## src/design/cvpf_pkg.sv

```systemverilog
package cvpf_pkg;

  // Width of the high time and run counters.
  localparam int COUNT_WIDTH = 16;
  // Width used when a counter is compared with a 16 bit register.
  localparam int CMP_WIDTH   = (COUNT_WIDTH > 16) ? COUNT_WIDTH : 16;

  localparam int CFG_INDEX_WIDTH = 8;
  localparam int CFG_DATA_WIDTH  = 16;
  localparam int IN_DATA_WIDTH   = 8;
  localparam int OUT_DATA_WIDTH  = 24;

  // Register indexes on the configuration port.
  localparam logic [CFG_INDEX_WIDTH-1:0] CFG_LONG_HIGH   = 8'd0;
  localparam logic [CFG_INDEX_WIDTH-1:0] CFG_RUN_TIMEOUT = 8'd1;

  localparam logic [15:0] LONG_HIGH_RESET   = 16'd625;
  localparam logic [15:0] RUN_TIMEOUT_RESET = 16'd7500;

  // Item kinds carried on in_tuser.
  localparam logic OP_TICK = 1'b0;
  localparam logic OP_OPEN = 1'b1;

  // Outlet selection codes.
  localparam logic OUTLET_UPPER = 1'b0;
  localparam logic OUTLET_LOWER = 1'b1;

  // Outlet status codes.
  localparam logic [1:0] STATUS_UNKNOWN = 2'd0;
  localparam logic [1:0] STATUS_UPPER   = 2'd1;
  localparam logic [1:0] STATUS_LOWER   = 2'd2;

  // Cam position codes.
  localparam logic [1:0] POS_UNKNOWN = 2'd0;
  localparam logic [1:0] POS_UP      = 2'd1;
  localparam logic [1:0] POS_FULL    = 2'd2;
  localparam logic [1:0] POS_DOWN    = 2'd3;

  typedef struct packed {
    logic op;
    logic outlet_select;
    logic pump_on;
    logic paused;
    logic cam_switch;
    logic test_mode;
    logic workshop_mode;
  } item_t;

  typedef struct packed {
    logic [15:0] last_high_ticks;
    logic        timeout_error;
    logic        motor_pin;
    logic        motor_drive;
    logic [1:0]  cam_position;
    logic        done_res;
    logic [1:0]  outlet_state;
  } result_t;

  // Handshake between the input register and the rest of the block.
  typedef struct packed {
    logic valid;
    logic advance;
  } stage_ctl_t;

endpackage

```

## src/design/cvpf_in_reg.sv

```systemverilog
module cvpf_in_reg (
  input  logic                 clk,
  input  logic                 rst_n,
  input  logic                 in_tvalid,
  output logic                 in_tready,
  input  logic                 in_op,
  input  logic [5:0]           in_fields,
  input  logic                 advance,
  output logic                 valid,
  output cvpf_pkg::item_t      item
);

  logic            valid_r;
  logic            valid_nxt;
  cvpf_pkg::item_t item_r;

  assign in_tready = !valid_r || advance;
  assign valid_nxt = in_tready ? in_tvalid : valid_r;

  always_ff @(posedge clk) begin
    if (!rst_n) begin
      valid_r <= 1'b0;
    end else begin
      valid_r <= valid_nxt;
    end
  end

  always_ff @(posedge clk) begin
    if (in_tvalid && in_tready) begin
      item_r.op            <= in_op;
      item_r.outlet_select <= in_fields[0];
      item_r.pump_on       <= in_fields[1];
      item_r.paused        <= in_fields[2];
      item_r.cam_switch    <= in_fields[3];
      item_r.test_mode     <= in_fields[4];
      item_r.workshop_mode <= in_fields[5];
    end
  end

  assign valid = valid_r;
  assign item  = item_r;

endmodule

```

## src/design/cvpf_core.sv

```systemverilog
module cvpf_core (
  input  logic                                     clk,
  input  logic                                     rst_n,
  input  logic                                     cfg_we,
  input  logic [cvpf_pkg::CFG_INDEX_WIDTH-1:0]     cfg_idx,
  input  logic [cvpf_pkg::CFG_DATA_WIDTH-1:0]      cfg_wdata,
  input  cvpf_pkg::stage_ctl_t                     ctl,
  input  cvpf_pkg::item_t                          item,
  output cvpf_pkg::result_t                        result
);

  localparam int CW = cvpf_pkg::COUNT_WIDTH;
  localparam int MW = cvpf_pkg::CMP_WIDTH;
  localparam logic [CW-1:0] COUNT_MAX = {CW{1'b1}};

  logic [15:0]   long_high_r;
  logic [15:0]   run_timeout_r;

  logic          done_r,       done_nxt;
  logic [1:0]    status_r,     status_nxt;
  logic          target_r,     target_nxt;
  logic [1:0]    pos_r,        pos_nxt;
  logic          low_seen_r,   low_seen_nxt;
  logic          await_fall_r, await_fall_nxt;
  logic [CW-1:0] high_cnt_r,   high_cnt_nxt;
  logic [CW-1:0] meas_high_r,  meas_high_nxt;
  logic [CW-1:0] run_cnt_r,    run_cnt_nxt;
  logic          pin_r,        pin_nxt;
  logic          drive;
  logic          timeout;
  logic          already;

  always_ff @(posedge clk) begin
    if (!rst_n) begin
      long_high_r   <= cvpf_pkg::LONG_HIGH_RESET;
      run_timeout_r <= cvpf_pkg::RUN_TIMEOUT_RESET;
    end else if (cfg_we) begin
      case (cfg_idx)
        cvpf_pkg::CFG_LONG_HIGH:   long_high_r   <= cfg_wdata;
        cvpf_pkg::CFG_RUN_TIMEOUT: run_timeout_r <= cfg_wdata;
        default: ;
      endcase
    end
  end

  always_comb begin
    done_nxt       = done_r;
    status_nxt     = status_r;
    target_nxt     = target_r;
    pos_nxt        = pos_r;
    low_seen_nxt   = low_seen_r;
    await_fall_nxt = await_fall_r;
    high_cnt_nxt   = high_cnt_r;
    meas_high_nxt  = meas_high_r;
    run_cnt_nxt    = run_cnt_r;
    pin_nxt        = pin_r;
    drive          = 1'b0;
    timeout        = 1'b0;
    already        = 1'b0;

    if (item.op == cvpf_pkg::OP_OPEN) begin
      already = (item.outlet_select == cvpf_pkg::OUTLET_UPPER &&
                 status_r == cvpf_pkg::STATUS_UPPER) ||
                (item.outlet_select == cvpf_pkg::OUTLET_LOWER &&
                 status_r == cvpf_pkg::STATUS_LOWER);
      if (!already) begin
        done_nxt     = 1'b0;
        status_nxt   = cvpf_pkg::STATUS_UNKNOWN;
        low_seen_nxt = 1'b0;
        target_nxt   = item.outlet_select;
        if (item.outlet_select == cvpf_pkg::OUTLET_UPPER) begin
          pos_nxt = cvpf_pkg::POS_UNKNOWN;
        end
      end
    end else begin
      drive = item.pump_on && !done_r && !item.paused;
      if (drive) begin
        if (!item.cam_switch) begin
          low_seen_nxt = 1'b1;
        end
        if (item.cam_switch && low_seen_r) begin
          await_fall_nxt = 1'b1;
          high_cnt_nxt   = (high_cnt_r == COUNT_MAX) ? COUNT_MAX : high_cnt_r + 1'b1;
        end
        // Falling edge of the cam switch closes a high-time measurement.
        if (await_fall_nxt && !item.cam_switch) begin
          meas_high_nxt  = high_cnt_nxt;
          await_fall_nxt = 1'b0;
          high_cnt_nxt   = '0;
          if (pos_r == cvpf_pkg::POS_FULL) begin
            pos_nxt = cvpf_pkg::POS_DOWN;
          end else if (pos_r == cvpf_pkg::POS_UP) begin
            pos_nxt = cvpf_pkg::POS_FULL;
          end
          if (MW'(meas_high_nxt) >= MW'(long_high_r)) begin
            pos_nxt = cvpf_pkg::POS_UP;
          end
        end
        if ((pos_nxt == cvpf_pkg::POS_UP && target_r == cvpf_pkg::OUTLET_UPPER) ||
            (pos_nxt == cvpf_pkg::POS_DOWN && target_r == cvpf_pkg::OUTLET_LOWER)) begin
          done_nxt      = 1'b1;
          status_nxt    = (target_r == cvpf_pkg::OUTLET_UPPER) ?
                          cvpf_pkg::STATUS_UPPER : cvpf_pkg::STATUS_LOWER;
          high_cnt_nxt  = '0;
          meas_high_nxt = '0;
        end
      end
      if (!item.workshop_mode) begin
        pin_nxt = drive;
      end
      if (drive) begin
        if (item.test_mode) begin
          run_cnt_nxt = (run_cnt_r == COUNT_MAX) ? COUNT_MAX : run_cnt_r + 1'b1;
          timeout     = MW'(run_cnt_nxt) > MW'(run_timeout_r);
        end
      end else begin
        run_cnt_nxt = '0;
      end
    end
  end

  always_ff @(posedge clk) begin
    if (!rst_n) begin
      done_r       <= 1'b1;
      status_r     <= cvpf_pkg::STATUS_UNKNOWN;
      target_r     <= cvpf_pkg::OUTLET_UPPER;
      pos_r        <= cvpf_pkg::POS_UNKNOWN;
      low_seen_r   <= 1'b0;
      await_fall_r <= 1'b0;
      high_cnt_r   <= '0;
      meas_high_r  <= '0;
      run_cnt_r    <= '0;
      pin_r        <= 1'b0;
    end else if (ctl.valid && ctl.advance) begin
      done_r       <= done_nxt;
      status_r     <= status_nxt;
      target_r     <= target_nxt;
      pos_r        <= pos_nxt;
      low_seen_r   <= low_seen_nxt;
      await_fall_r <= await_fall_nxt;
      high_cnt_r   <= high_cnt_nxt;
      meas_high_r  <= meas_high_nxt;
      run_cnt_r    <= run_cnt_nxt;
      pin_r        <= pin_nxt;
    end
  end

  always_comb begin
    result.outlet_state    = status_nxt;
    result.done_res        = done_nxt;
    result.cam_position    = pos_nxt;
    result.motor_drive     = drive;
    result.motor_pin       = pin_nxt;
    result.timeout_error   = timeout;
    result.last_high_ticks = 16'(MW'(meas_high_nxt));
  end

endmodule

```

## src/design/cvpf_out_reg.sv

```systemverilog
module cvpf_out_reg (
  input  logic                              clk,
  input  logic                              rst_n,
  input  logic                              in_valid,
  input  cvpf_pkg::result_t                 result,
  output logic                              advance,
  output logic                              out_tvalid,
  input  logic                              out_tready,
  output logic [cvpf_pkg::OUT_DATA_WIDTH-1:0] out_tdata
);

  logic              valid_r;
  logic              valid_nxt;
  cvpf_pkg::result_t result_r;

  // The output register takes a new result when it is empty or being drained.
  assign advance   = !valid_r || out_tready;
  assign valid_nxt = advance ? in_valid : valid_r;

  always_ff @(posedge clk) begin
    if (!rst_n) begin
      valid_r <= 1'b0;
    end else begin
      valid_r <= valid_nxt;
    end
  end

  always_ff @(posedge clk) begin
    if (in_valid && advance) begin
      result_r <= result;
    end
  end

  assign out_tvalid = valid_r;
  assign out_tdata  = result_r;

endmodule

```

## src/design/cam_valve_position_finder.sv

```systemverilog
// Each input item is registered in the input register, and its result in the output register.
// Throughput: one item per cycle unless out_tready stalls; the state update is one combinational
// pass between input and output registers, so back-to-back items carry state without a bubble.
// Reset: synchronous, active-low rst_n empties both registers, restores the registers of the
// configuration port to their defaults and returns the valve state to done with an unknown cam.
module cam_valve_position_finder (
  input  logic                                  clk,
  input  logic                                  rst_n,
  // Input channel.
  input  logic                                  in_tvalid,
  output logic                                  in_tready,
  // tdata from bit 0: outlet_select, pump_on, paused, cam_switch, test_mode,
  // workshop_mode, two zero bits.
  input  logic [cvpf_pkg::IN_DATA_WIDTH-1:0]    in_tdata,
  // tuser: op (0 = tick, 1 = open request).
  input  logic                                  in_tuser,
  // Result channel.
  output logic                                  out_tvalid,
  input  logic                                  out_tready,
  // tdata from bit 0: outlet_state[1:0], done_res, cam_position[1:0], motor_drive,
  // motor_pin, timeout_error, last_high_ticks[15:0].
  output logic [cvpf_pkg::OUT_DATA_WIDTH-1:0]   out_tdata,
  // Configuration write channel.
  input  logic                                  cfg_valid,
  output logic                                  cfg_ready,
  input  logic [cvpf_pkg::CFG_INDEX_WIDTH-1:0]  cfg_index,
  input  logic [cvpf_pkg::CFG_DATA_WIDTH-1:0]   cfg_data
);

  cvpf_pkg::stage_ctl_t ctl;
  cvpf_pkg::item_t      item;
  cvpf_pkg::result_t    result;
  logic                 advance;
  logic                 in_valid;

  // Configuration writes are always taken; the user must issue them only while the block is idle (not enforced here).
  assign cfg_ready = 1'b1;

  // The input register holds the item being worked on; it moves on when the
  // output register can take its result.
  cvpf_in_reg u_in_reg (
    .clk       (clk),
    .rst_n     (rst_n),
    .in_tvalid (in_tvalid),
    .in_tready (in_tready),
    .in_op     (in_tuser),
    .in_fields (in_tdata[5:0]),
    .advance   (advance),
    .valid     (in_valid),
    .item      (item)
  );

  assign ctl.valid   = in_valid;
  assign ctl.advance = advance;

  // The core keeps the valve state and commits it only when the item's result
  // is written into the output register, so a stalled item is never counted twice.
  cvpf_core u_core (
    .clk       (clk),
    .rst_n     (rst_n),
    .cfg_we    (cfg_valid && cfg_ready),
    .cfg_idx   (cfg_index),
    .cfg_wdata (cfg_data),
    .ctl       (ctl),
    .item      (item),
    .result    (result)
  );

  cvpf_out_reg u_out_reg (
    .clk        (clk),
    .rst_n      (rst_n),
    .in_valid   (in_valid),
    .result     (result),
    .advance    (advance),
    .out_tvalid (out_tvalid),
    .out_tready (out_tready),
    .out_tdata  (out_tdata)
  );

endmodule

```

## config.mk

```make
export PLATFORM = sky130hd
export DESIGN_NAME = cam_valve_position_finder
export DESIGN_NICKNAME = d
export VERILOG_FILES = /design/src/design/cvpf_pkg.sv /design/src/design/cvpf_in_reg.sv /design/src/design/cvpf_core.sv /design/src/design/cvpf_out_reg.sv /design/src/design/cam_valve_position_finder.sv
export SDC_FILE = /design/constraint.sdc
export NUM_CORES = 1
export LEC_CHECK = 0
export ABC_AREA = 1
export ABC_CLOCK_PERIOD_IN_PS = 4550
export BUFFER_PORTS_ARGS = -buffer_cell sky130_fd_sc_hd__buf_2
export CAP_MARGIN = 5
export CORE_UTILIZATION = 45
export DETAILED_ROUTE_END_ITERATION = 8
export GPL_TIMING_DRIVEN = 1
export SETUP_SLACK_MARGIN = 0.05
export SLEW_MARGIN = 20
export SYNTH_ARGS = -nofsm -noshare
export SYNTH_HDL_FRONTEND = slang
export SYNTH_SLANG_ARGS = --single-unit
```

## constraint.sdc

```tcl
create_clock -name clk -period 4.55 [get_ports clk]
set_clock_uncertainty 0.15 [all_clocks]
set_input_delay 0.6825 -clock clk [delete_from_list [all_inputs] [get_ports clk]]
set_output_delay 0.6825 -clock clk [all_outputs]
set_load 0.01 [all_outputs]
```

## After elaboration in Yosys (flattened, before gate mapping)

Index checks and enable logic that the tools add are counted.

- Register bits: 122
- Bits in latches: 0
- Bits in writable memories: 0
- Memory bits (read-only): 0
- Bits of input ports: 38
- Output and inout port bits: 27
- Logic and storage cells: 120
- Memories: 0

- Add/subtract/negate cells: 2
- Multiply operators: 0
- Div/mod/pow operators: 0
- Order comparisons: 2
- Eq/ne operators: 12
- Shift-type cells: 0
- Mux-type cells: 42
- Bitwise operators: 6
- Reduce and logical (&&, ||, !) cells: 28

Operator list:

| operator | number |
|---|---|
| $mux 16 | 13 |
| $add 16x1->16 const B | 2 |
| $eq 16x16->1 const B | 2 |
| $mux 2 | 15 |
| $ge 16x16->1 | 1 |
| $gt 16x16->1 | 1 |
| $mux 1 | 14 |
| $logic_and 1x1->1 | 10 |
| $reduce_and 3->1 | 3 |
| $eq 8x1->1 const B | 1 |
| $logic_not 8->1 | 1 |
| $eq 2x1->1 const B | 3 |
| $eq 2x2->1 const B | 3 |
| $not 1->1 | 6 |
| $logic_not 1->1 | 5 |
| $logic_or 1x1->1 | 4 |
| $ne 2x2->1 const B | 2 |
| $reduce_and 2->1 | 2 |
| $reduce_and 4->1 | 1 |
| $reduce_or 3->1 | 1 |
| $ne 2x1->1 const B | 1 |
| $reduce_bool 2->1 | 1 |

## Longest topological paths before layout

Gate-level depths: netlist (run 1).

- Depth in word-level cells: 16
- Depth in mapped cells: 27
- Mapped depth without buffers: 27

## Modules after synthesis

Synthesis (run 1) repeated with hierarchy kept, for this count alone.

- Cell total of the unflattened synthesis: 845
- Area, all modules: 6623.9 sq um

Modules (own cells, without submodules):

| module | instances | cells an instance | area each (sq um) | seq. area each (sq um) |
|---|---|---|---|---|
| cvpf_core | 1 | 798 | 5579.1 | 1781.7 |
| cvpf_out_reg | 1 | 31 | 772.0 | 740.7 |
| cvpf_in_reg | 1 | 14 | 261.5 | 230.2 |
| cam_valve_position_finder | 1 | 2 | 11.3 | 0.0 |

## Least setup slack after synthesis (run 1)

No wires, ideal clock.

- Path type: reg2reg
- Start: register u_core.high_cnt_r[0]
- End: register u_out_reg.result_r, in the netlist u_out_reg.out_tdata[9], data pin
- Library setup time: 0.261 ns
- Arrival time: 2.785 ns
- Data required time: 4.139 ns
- Slack: 1.354 ns
- Cell stages (with the launch flop): 26
- Path buffers: 1
- Period minus slack after synthesis: 3.196 ns
- Cells stage by stage: dfxtp_1 ha_1 nand3_1 nor2_2 nand3_1 nor2_1 nand2_2 inv_1 nor2_1 inv_1 ha_1 nand2_1 nor2_1 nor2_1 nand2_1 nand2_1 nand2_1 nand2_1 nand2_1 nand2_1 nand3_1 nand2_2 nand2_4 buf_6 nand3_1 o21ai_0

RTL lines:

| what | line | text |
|---|---|---|
| start, declared | cvpf_core.sv:25 | `logic [CW-1:0] high_cnt_r, high_cnt_nxt;` |
| start signal, assigned | cvpf_core.sv:141 | `high_cnt_r <= high_cnt_nxt;` |
| end signal, assigned | cvpf_out_reg.sv:30 | `result_r <= result;` |
| end, declared | cvpf_out_reg.sv:14 | `cvpf_pkg::result_t result_r;` |

==> flow_summary.toml, run 1 <==
[clock_tree]
cts-root-buf = "clkbuf_16"
postCtsSetupBuffers = 0
htree_levels = 4
numCtsBuffers = 17
clock_sinks = 122
cts_tree = "built"
cts_resized = 0
cts_hold_buffers = 0
clk_latency_ns = 0.41
cts_buffer_depth = 2
clk_pin_slew_worst_paths_ns = 0.05

[detailed_routing]
first_pass_iters = 5
first_iter_violations = 386
dr_total_vias = 5604
wl_per_cell_um = 13.15
drc_errors = 0
wirelength_mm = 14.64
avgViaCountPerCell = 5.035
ant_nets = 0

[setup_path]
crit_arrival_ns = 3.97
crit_path_max_fanout = 33
setup.worst_path.class = "reg -> reg"
slowest_stage = "dfxtp_1"
worstPathRequired_ns = 4.54
cp_slowest_stage_delay_ns = 0.43
cp-start-kind = "flop"
cp-end-kind = "flop"
path_cells = "ha_1 > nand3_1 > nor2_2 > nand3_1 > nor2_1 > nand2_2 > inv_1 > nor2_1 > inv_1 > ha_1 > nand2_1 > nor2_1 > nor2_1 > nand2_1 > nand2_1 > nand2_1 > nand2_1 > nand2_1 > nand2_1 > nand3_1 > nand2_2 > nand2_4 > nand3_1 > o21ai_0"
worst_path_most_repeated_cell = "nand2_1"
r2r_slack_ns = 0.57

[yosys]
ys_types = 46
ys_seq_elements = 122
dominantRegCellSynth = "dfxtp_1"
synth_area_leaders = "dfxtp_1 28%, edfxtp_1 14%, nand2_1 10%"
async_reset_ff_frac = 0
synth_top_area_frac = 0.2751
synth-edff-count = 31
syn_area_per_cell_sq_um = 7.593
ys.warnings.count = 0
yosys.area.top_type = "dfxtp_1"
syn_area_sq_mm = 0.006621
ys_seq_area_frac = 0.4157
syn-num-nets = 944
netlist_instances = 872

[pwr]
ir_worst_vdd_v = 0.0002621
leakage_uw = 0.003415
power_per_cell_area_mw_per_mm2 = 361.8

[grt]
grt-ovfl-total = 0
antenna_found_initial = 0
grt_pass1_wl_mm = 24.86
grt_pass1_vias = 5082
grt_usage = 0.2130
grt_max_degree = 39

[timing]
period_needed_ns = 3.980
final.period_utilization = 0.8748
tightest_slew_ns = 0.8367
drv_slew = 0
setup_viol = 0
hold_viol_final = 0
fin_setup_tns_ns = 0
slew_headroom = 0.4407
max_freq_ghz = 0.2512
rsz0062_at_grt = "no"

[finish]
seq_area_sq_mm = 0.002753
area_growth_pct = 15.36
num-nets-final = 992
stdcell_area_sq_mm = 0.007639
multi_input_comb_area_sq_mm = 0.003218
fillers = 1405
final_util = 0.5419
drive_above_1_share = 0.1511
n_antenna_cell = 0

[run]
maxCapViolations = 0

[die]
die_y_um = 123.3
start_util = 0.4697
std_cell_rows = 43
io_pins = 65
core_area_sq_mm = 0.01410
die_area_sq_mm = 0.01520
die_x_um = 123.3

[place]
place_area_sq_mm = 0.007004
gp_congestion = 0.8136
io_buffers = 61
hpwlAfterDp_mm = 10.48

[run_status]
run_status = "complete, no violations"

[hold_path]
min_path_type = "in -> reg"
[logic make-up (layout without fill, tap and decap cells)]
| family | count (synthesis) | in the layout | synth area share |
|---|---|---|---|
| adder cells (fa/ha/maj) | 34 | 34 | 0.06425 |
| AO/OA/AOI/OAI | 185 | 185 | 0.1585 |
| other | 1 | 1 | 0.0005663 |
| AND/OR/NAND/NOR | 352 | 352 | 0.2428 |
| flip-flops | 122 | 122 | 0.4157 |
| XOR/XNOR | 15 | 15 | 0.01984 |
| buffers and inverters | 163 | 224 | 0.09826 |
[Yosys cell counts (2+ instances only)]
cell,n
nand3b_1,2
ha_1,34
nand2_1,185
or2_2,4
nand3_1,60
a21oi_1,105
buf_1,3
edfxtp_1,31
a31oi_1,2
nand4_1,8
nand3_2,8
o211ai_1,13
buf_6,3
xnor2_1,3
nor3_1,10
o21ai_0,41
dfxtp_1,91
o21a_1,2
o211ai_2,3
xor2_1,12
inv_2,3
nor4_1,2
nor2_1,48
nand2_2,13
buf_2,10
clkbuf_1,18
o21ai_1,8
o21ai_2,4
nor2_2,4
inv_1,125
nand2_4,2
[final timing paths]
path                                       startpoint                endpoint  depth (start not counted)
worst max register to register   u_core.high_cnt_r[0]  u_out_reg.out_tdata[9]                         24
worst min register to register  u_core.long_high_r[1]   u_core.long_high_r[1]                          2
worst max-delay path             u_core.high_cnt_r[0]  u_out_reg.out_tdata[9]                         24
worst min-delay path                      in_tdata[2]        u_in_reg.item[3]                          1
[cells in the final DEF, fill, tap and decap left out, drive strengths merged, types with 20 or more instances in the layout]
cell type / n
edfxtp: 31
nand3: 68
ha: 34
a21oi: 106
inv: 127
nand2: 200
o21ai: 54
buf: 64
nor2: 53
clkbuf: 20
dfxtp: 91
[metrics by stage]
step           worst slack, ns  std cells  total power, uW  hold WS [ns]
2_1_floorplan            1.354        872             1294        0.2853
3_3_place_gp            0.5844       1081             1342        0.3024
3_5_place_dp            0.5669       1081             1343        0.3072
4_1_cts                 0.5657       1113             2799        0.2703
5_1_grt                 0.1021       1113             2865        0.2748
6_report                0.5697       1113             2764        0.2911
[routing by layer]
metal  vias up  track usage  share of wire
li1       2968            -              -
met1      2534       0.2830           0.48
met2        90       0.3415           0.47
met3        12      0.04843          0.035
met4         0      0.06852          0.012
met5         -            0              0
[report_power, final]
group          switching, uW  internal [uW]  leakage (uW)
clock network            475            969      0.000306
logic                    106           52.6       0.00207
registers               13.8           1150       0.00104
[critical path, delay by kind of cell, from the launching register on]
family | cells | cell delay [ns]
fa+ha+maj | 2 | 0.44
buf+inv | 2 | 0.24
flops | 1 | 0.43
simple gates | 19 | 2.29
compound gates | 1 | 0.15
[flip-flops by register name (all words and copies together), names as in the netlist]
signal and flops:
u_core.run_timeout_r 16, u_in_reg.item 7, u_core.run_cnt_r 16, u_core.done_r 1, u_core.long_high_r 16, u_core.meas_high_r 16
u_out_reg.out_tvalid 1, u_out_reg.out_tdata 24, u_core.target_r 1, u_core.status_r 2, u_core.await_fall_r 1, u_core.high_cnt_r 16
u_core.low_seen_r 1, u_core.pin_r 1, u_in_reg.valid 1, u_core.pos_r 2
[final cells by class]
| cell class | count | share of cell area |
|---|---|---|
| Multi-Input combinational cell | 587 | 0.4213 |
| Sequential cell | 122 | 0.3604 |
| Inverter | 128 | 0.06290 |
| Clock buffer | 20 | 0.05717 |
| Timing Repair Buffer | 64 | 0.04292 |
| Tap cell | 180 | 0.02948 |
| Clock inverter | 12 | 0.02588 |
(Power assumes the default switching activity.)
==> run 2, diff against run 1 <==
--- a/config.mk
+++ b/config.mk
@@ -9,9 +9,13 @@
 export ABC_CLOCK_PERIOD_IN_PS = 4550
 export BUFFER_PORTS_ARGS = -buffer_cell sky130_fd_sc_hd__buf_2
 export CAP_MARGIN = 5
-export CORE_UTILIZATION = 45
+export CELL_PAD_IN_SITES_DETAIL_PLACEMENT = 0
+export CELL_PAD_IN_SITES_GLOBAL_PLACEMENT = 1
+export CORE_UTILIZATION = 44
+export CTS_CLUSTER_DIAMETER = 200
 export DETAILED_ROUTE_END_ITERATION = 8
 export GPL_TIMING_DRIVEN = 1
+export PLACE_DENSITY_LB_ADDON = 0.1
 export SETUP_SLACK_MARGIN = 0.05
 export SLEW_MARGIN = 20
 export SYNTH_ARGS = -nofsm -noshare
==> flow_summary.toml, run 2 (synthesized netlist as in run 1, its figures left out) <==
[run_status]
run_status = "complete, no violations"

[finish]
n_antenna_cell = 0
drive_above_1_share = 0.1531
area_growth_pct = 14.12
final_cell_mix = "185 x nand2_1, 125 x inv_1, 105 x a21oi_1, 91 x dfxtp_1, 61 x buf_2"
final_common_cell = "nand2_1"
num-nets-final = 993
largest_register_ffs = 24
stdcell_area_sq_mm = 0.007556
fillers = 1414

[timing]
setup_viol = 0
period_needed_ns = 4.005
rsz0062_at_grt = "no"
slew_headroom = 0.4779
final.period_utilization = 0.8802
drv_slew = 0
tightest_slew_ns = 0.7809
max_freq_ghz = 0.2497
fin_setup_tns_ns = 0
hold_viol_final = 0

[clock_tree]
postCtsSetupBuffers = 0
cts_tree = "built"
cts-root-buf = "clkbuf_16"
htree_levels = 4
numCtsBuffers = 17
cts_buffer_depth = 2
cts_resized = 0
cts_hold_buffers = 0
clock_sinks = 122
clk_pin_slew_worst_paths_ns = 0.06
clk_latency_ns = 0.42

[die]
start_util = 0.4539
die_area_sq_mm = 0.01554
die_x_um = 124.7
core_area_sq_mm = 0.01459
std_cell_rows = 44
io_pins = 65
die_y_um = 124.7

[setup_path]
cp-start-kind = "flop"
setup.worst_path.class = "reg -> reg"
cp-end-kind = "flop"
worstPathRequired_ns = 4.70
crit_arrival_ns = 4.16
crit_path_max_fanout = 33

[detailed_routing]
avgViaCountPerCell = 5.102
ant_nets = 0
drc_errors = 0
first_iter_violations = 429
dr_total_vias = 5704
first_pass_iters = 5
wirelength_mm = 15.75
wl_per_cell_um = 14.09

[pwr]
p_clk_frac = 0.476
p_sw_frac = 0.2505
p_seq_frac = 0.459
ir_worst_vdd_v = 0.0002605
p_int_uw = 1896
power_per_cell_area_mw_per_mm2 = 334.8
comb_power_share = 0.065
leakage_uw = 0.003370
netSwitchingPower_uw = 633.6

[place]
io_buffers = 61
place_area_sq_mm = 0.007017
hpwlAfterDp_mm = 11.55
gp_congestion = 0.8379

[run]
maxCapViolations = 0

[grt]
antenna_found_initial = 0
grt_pass1_wl_mm = 26.68
grt-ovfl-total = 0
grt_max_degree = 36
grt_pass1_vias = 5515
grt_usage = 0.2139

[hold_path]
min_path_type = "in -> reg"
## run 2: cell count changes in the layout (fill, tap and decap cells not counted), sizes merged
cell / change
clkbuf: -2
clkinv: +2
inv: +3
bufinv: -5
buf: +1
clkinvlp: +2
## run 2: routing by layer
| metal | vias up | GRT usage | wire length [um] |
|---|---|---|---|
| li1 | 2966 | - | - |
| met1 | 2638 | 0.2687 | 7377 |
| met2 | 85 | 0.3650 | 7729 |
| met3 | 15 | 0.04768 | 447 |
| met4 | 0 | 0.06237 | 194 |
| met5 | - | 0 | 0 |
## run 2: critical path: stages (launching register included)
cell	delay [ns]
dfxtp_1	0.43
ha_1	0.22
nand3_1	0.12
nor2_2	0.20
nand3_1	0.13
nor2_1	0.22
nand2_2	0.18
inv_1	0.15
nor2_1	0.09
inv_1	0.08
ha_1	0.24
nand2_1	0.10
nor2_1	0.05
nor2_1	0.08
nand2_1	0.06
nand2_1	0.05
nand2_1	0.06
nand2_1	0.06
nand2_1	0.14
nand2_1	0.21
nand3_1	0.11
nand2_2	0.13
nand2_8	0.19
nand3_1	0.13
nand2_1	0.08
o21ai_0	0.16
inv_1	0.06
## run 2: path summary, 6_finish.rpt
check	slack, ns	from	endpoint	cells past startpoint
min	0.28	in_tdata[2]	u_in_reg.item[3]	1
max reg2reg	0.55	u_core.high_cnt_r[0]	u_core.meas_high_r[10]	26
max	0.55	u_core.high_cnt_r[0]	u_core.meas_high_r[10]	26
min reg2reg	0.32	u_core.run_cnt_r[15]	u_core.run_cnt_r[15]	2
## run 2: layout make-up
cell class / count / area [sq um] / area share
well taps: 184 / 230.2 / 0.03047
inverters: 128 / 480.5 / 0.06359
clock inverters: 14 / 101.3 / 0.01341
flip-flops and latches: 122 / 2753 / 0.3643
repair buffers: 65 / 335.3 / 0.04438
clock buffers: 18 / 429.2 / 0.05680
multi-input cells: 587 / 3227 / 0.4271
## run 2: power by group through the flow
stage	Clock [uW]	Sequential (uW)	Combinational (uW)
finish	1200	1160	165
CTS	1230	1160	165
detailed placement	0	1180	163
global placement	0	1180	159
global route	1280	1160	184
floorplan	0	1190	105
## run 2: metrics by stage
stage,cells,power [uW],hold slack [ns],setup slack [ns],util
2_1_floorplan,872,1294,0.2853,1.354,-
6_report,1118,2530,0.2841,0.5452,0.5179
3_3_place_gp,1086,1342,0.3039,0.5603,0.4810
4_1_cts,1118,2556,0.2670,0.4599,0.5173
5_1_grt,1118,2628,0.2640,0.07672,0.5179
3_5_place_dp,1086,1348,0.3071,0.4828,0.4810
==> run 3, diff against run 2 <==
--- a/config.mk
+++ b/config.mk
@@ -5,13 +5,12 @@
 export SDC_FILE = /design/constraint.sdc
 export NUM_CORES = 1
 export LEC_CHECK = 0
-export ABC_AREA = 1
 export ABC_CLOCK_PERIOD_IN_PS = 4550
 export BUFFER_PORTS_ARGS = -buffer_cell sky130_fd_sc_hd__buf_2
 export CAP_MARGIN = 5
 export CELL_PAD_IN_SITES_DETAIL_PLACEMENT = 0
 export CELL_PAD_IN_SITES_GLOBAL_PLACEMENT = 1
-export CORE_UTILIZATION = 44
+export CORE_UTILIZATION = 45
 export CTS_CLUSTER_DIAMETER = 200
 export DETAILED_ROUTE_END_ITERATION = 8
 export GPL_TIMING_DRIVEN = 1
==> constraint.sdc (replaced) <==
create_clock -name clk -period 4.55 [get_ports clk]
set_clock_uncertainty 0.15 [all_clocks]
set_input_delay 0.2275 -clock clk [delete_from_list [all_inputs] [get_ports clk]]
set_output_delay 0.2275 -clock clk [all_outputs]
set_load 0.01 [all_outputs]
==> flow_summary.toml, run 3 <==
[clock_tree]
cts_tree = "built"
numCtsBuffers = 17
cts_buffer_depth = 2
clk_latency_ns = 0.42
clk_pin_slew_worst_paths_ns = 0.05
cts-root-buf = "clkbuf_16"
cts_resized = 0
htree_levels = 4
clock_sinks = 122

[setup_path]
crit_arrival_ns = 4.13
crit_path_max_fanout = 10
r2r_slack_ns = 0.44
path_cells = "nand4_1 > or3_1 > nor2_1 > and4_1 > mux2i_1 > inv_1 > ha_1 > nand4_1 > nor3_1 > nor4_1 > a21boi_4 > mux2_4 > and2_4 > a22o_1"
cp-start-kind = "flop"
worst_path_most_repeated_cell = "nand4_1"
critPathLaunch = "u_core.high_cnt_r[5]"
worstPathRequired_ns = 4.57
setup.worst_path.class = "reg -> reg"
r2r-end = "u_out_reg.out_tdata[14]"
cp_slowest_stage_delay_ns = 0.44
ff2ff_path_depth = 14
slowest_stage = "or3_1"
r2r_start = "u_core.high_cnt_r[5]"
cp-end-kind = "flop"

[detailed_routing]
dr_total_vias = 5094
first_iter_violations = 301
route.met2.wl_mm = 6.950
drc_errors = 0
first_pass_iters = 5
ant_nets = 0
wirelength_mm = 14.40
wl_met1_mm = 6.814
wl_per_cell_um = 15.06
routed.top_layer = "met4"
dr_wl_met3_um = 469
avgViaCountPerCell = 5.328

[pwr]
power_uw = 2622
leakage_uw = 0.003254
p_sw_frac = 0.1988
p_int_uw = 2101
netSwitchingPower_uw = 521.4
ir_worst_vdd_v = 0.0002413
comb_power_share = 0.035
p_clk_frac = 0.532
p_seq_frac = 0.433
power_per_cell_area_mw_per_mm2 = 349.0

[finish]
final_util = 0.5629
final_cell_mix = "91 x dfxtp_1, 89 x nand2_1, 80 x nor2_1, 61 x buf_2, 41 x inv_1"
fillers = 1257
largest_register_ffs = 24
drive_above_1_share = 0.1487
num-nets-final = 839
area_growth_pct = 21.51
final_common_cell = "dfxtp_1"
n_antenna_cell = 0

[grt]
grt_max_degree = 39
antenna_found_initial = 0
grt_usage = 0.2143
grt_pass1_vias = 4837
grt_pass1_wl_mm = 23.59
grt-ovfl-total = 0

[timing]
drv_slew = 0
fin_setup_tns_ns = 0
max_freq_ghz = 0.2432
tightest_slew_ns = 1.041
rsz0062_at_grt = "no"
slew_headroom = 0.3038
period_needed_ns = 4.112
setup_viol = 0
final.period_utilization = 0.9036
hold_viol_final = 0

[die]
die_x_um = 119.2
die_area_sq_mm = 0.01421
core_area_sq_mm = 0.01335
std_cell_rows = 42
die_y_um = 119.2
start_util = 0.4633
io_pins = 65

[yosys]
synth-edff-count = 31
syn-num-nets = 754
synth_area_leaders = "dfxtp_1 29%, edfxtp_1 15%, ha_1 6.9%"
ys.warnings.count = 0
syn_area_sq_mm = 0.006183
netlist_instances = 682
ys_seq_area_frac = 0.4452
synth_most_common_cell = "dfxtp_1"
yosys.area.top_type = "dfxtp_1"
dominantRegCellSynth = "dfxtp_1"
syn_area_per_cell_sq_um = 9.067
async_reset_ff_frac = 0
ys_seq_elements = 122
synth_common_cells = "91 x dfxtp_1, 89 x nand2_1, 81 x nor2_1"
synth_top_area_frac = 0.2946
ys_types = 63

[hold_path]
hold_path_depth = 2
min_path_type = "in -> reg"
hold-path-endpoint = "u_core.long_high_r[0]"
hp-start = "rst_n"

[place]
gp_congestion = 0.8394
hpwlAfterDp_mm = 10.27
io_buffers = 61

[run_status]
run_status = "complete, no violations"

[run]
maxCapViolations = 0
## run 3: what timing repair did
| action | CTS | global route |
|---|---|---|
| endpoints found under the setup margin | 0 | 13 |
| endpoints found under the hold margin | 41 | 0 |
| buffers inserted | 0 | 3 |
| hold buffers | 25 | 0 |
## run 3: power by group through the flow
stage	registers, uW	clock network (uW)	logic, uW
final	1140	1390	92.1
after global routing	1140	1480	101
after CTS	1140	1420	92.5
after detailed placement	1160	0	76.0
after global placement	1160	0	75.2
after floorplan	1160	0	34.9
## run 3: worst max-delay path by stage
stage	to	depth (start not counted)
after floorplan	u_out_reg.out_tdata[11]	15
after global placement	u_out_reg.out_tdata[17]	14
after detailed placement	u_out_reg.out_tdata[14]	14
after CTS	u_out_reg.out_tdata[14]	14
after global routing	u_out_reg.out_tdata[8]	14
final	u_out_reg.out_tdata[14]	14
## run 3: kinds of logic after synthesis
kind of cell             Yosys count  share of synthesized area
adder cells (fa/ha/maj)           34                    0.06880
flip-flops                       122                     0.4452
AND/OR/NAND/NOR                  257                     0.1916
buffers and inverters             72                    0.04917
multiplexers                      36                    0.05949
XOR/XNOR                          16                    0.02266
other                              1                  0.0006065
AO/OA/AOI/OAI                    144                     0.1625
## run 3: layout make-up
| type | instances | area [sq um] | area share |
|---|---|---|---|
| Sequential cell | 122 | 2753 | 0.3664 |
| Tap cell | 176 | 220.2 | 0.02931 |
| Multi-Input combinational cell | 488 | 3138 | 0.4177 |
| Timing Repair Buffer | 95 | 623.1 | 0.08293 |
| Inverter | 43 | 161.4 | 0.02148 |
| Clock inverter | 6 | 108.9 | 0.01449 |
| Clock buffer | 26 | 509.2 | 0.06778 |
## run 3: through the flow
stage                     hold slack, ns  setup WS [ns]  area, sq um  std cells
after global placement            0.2560         0.3627         6614        896
after global routing             0.03805         0.1082         7513        956
after floorplan                   0.1764         0.8382         6183        682
after detailed placement          0.2563         0.3586         6614        896
final                            0.02400         0.4385         7513        956
after CTS                        0.01975         0.3409         7482        953
## run 3: critical path, delay by kind of cell, from the launching register on
kind | cells | cell delay, ns
AND/OR/NAND/NOR | 8 | 1.68
AO/OA/AOI/OAI | 2 | 0.52
multiplexers | 2 | 0.66
buffers and inverters | 1 | 0.12
flip-flops | 1 | 0.42
adder cells (fa/ha/maj) | 1 | 0.30
## run 3: layer usage
layer,vias up,GRT usage
li1,2590,-
met1,2390,0.2669
met2,102,0.3601
met3,12,0.04262
met4,0,0.08940
met5,-,0
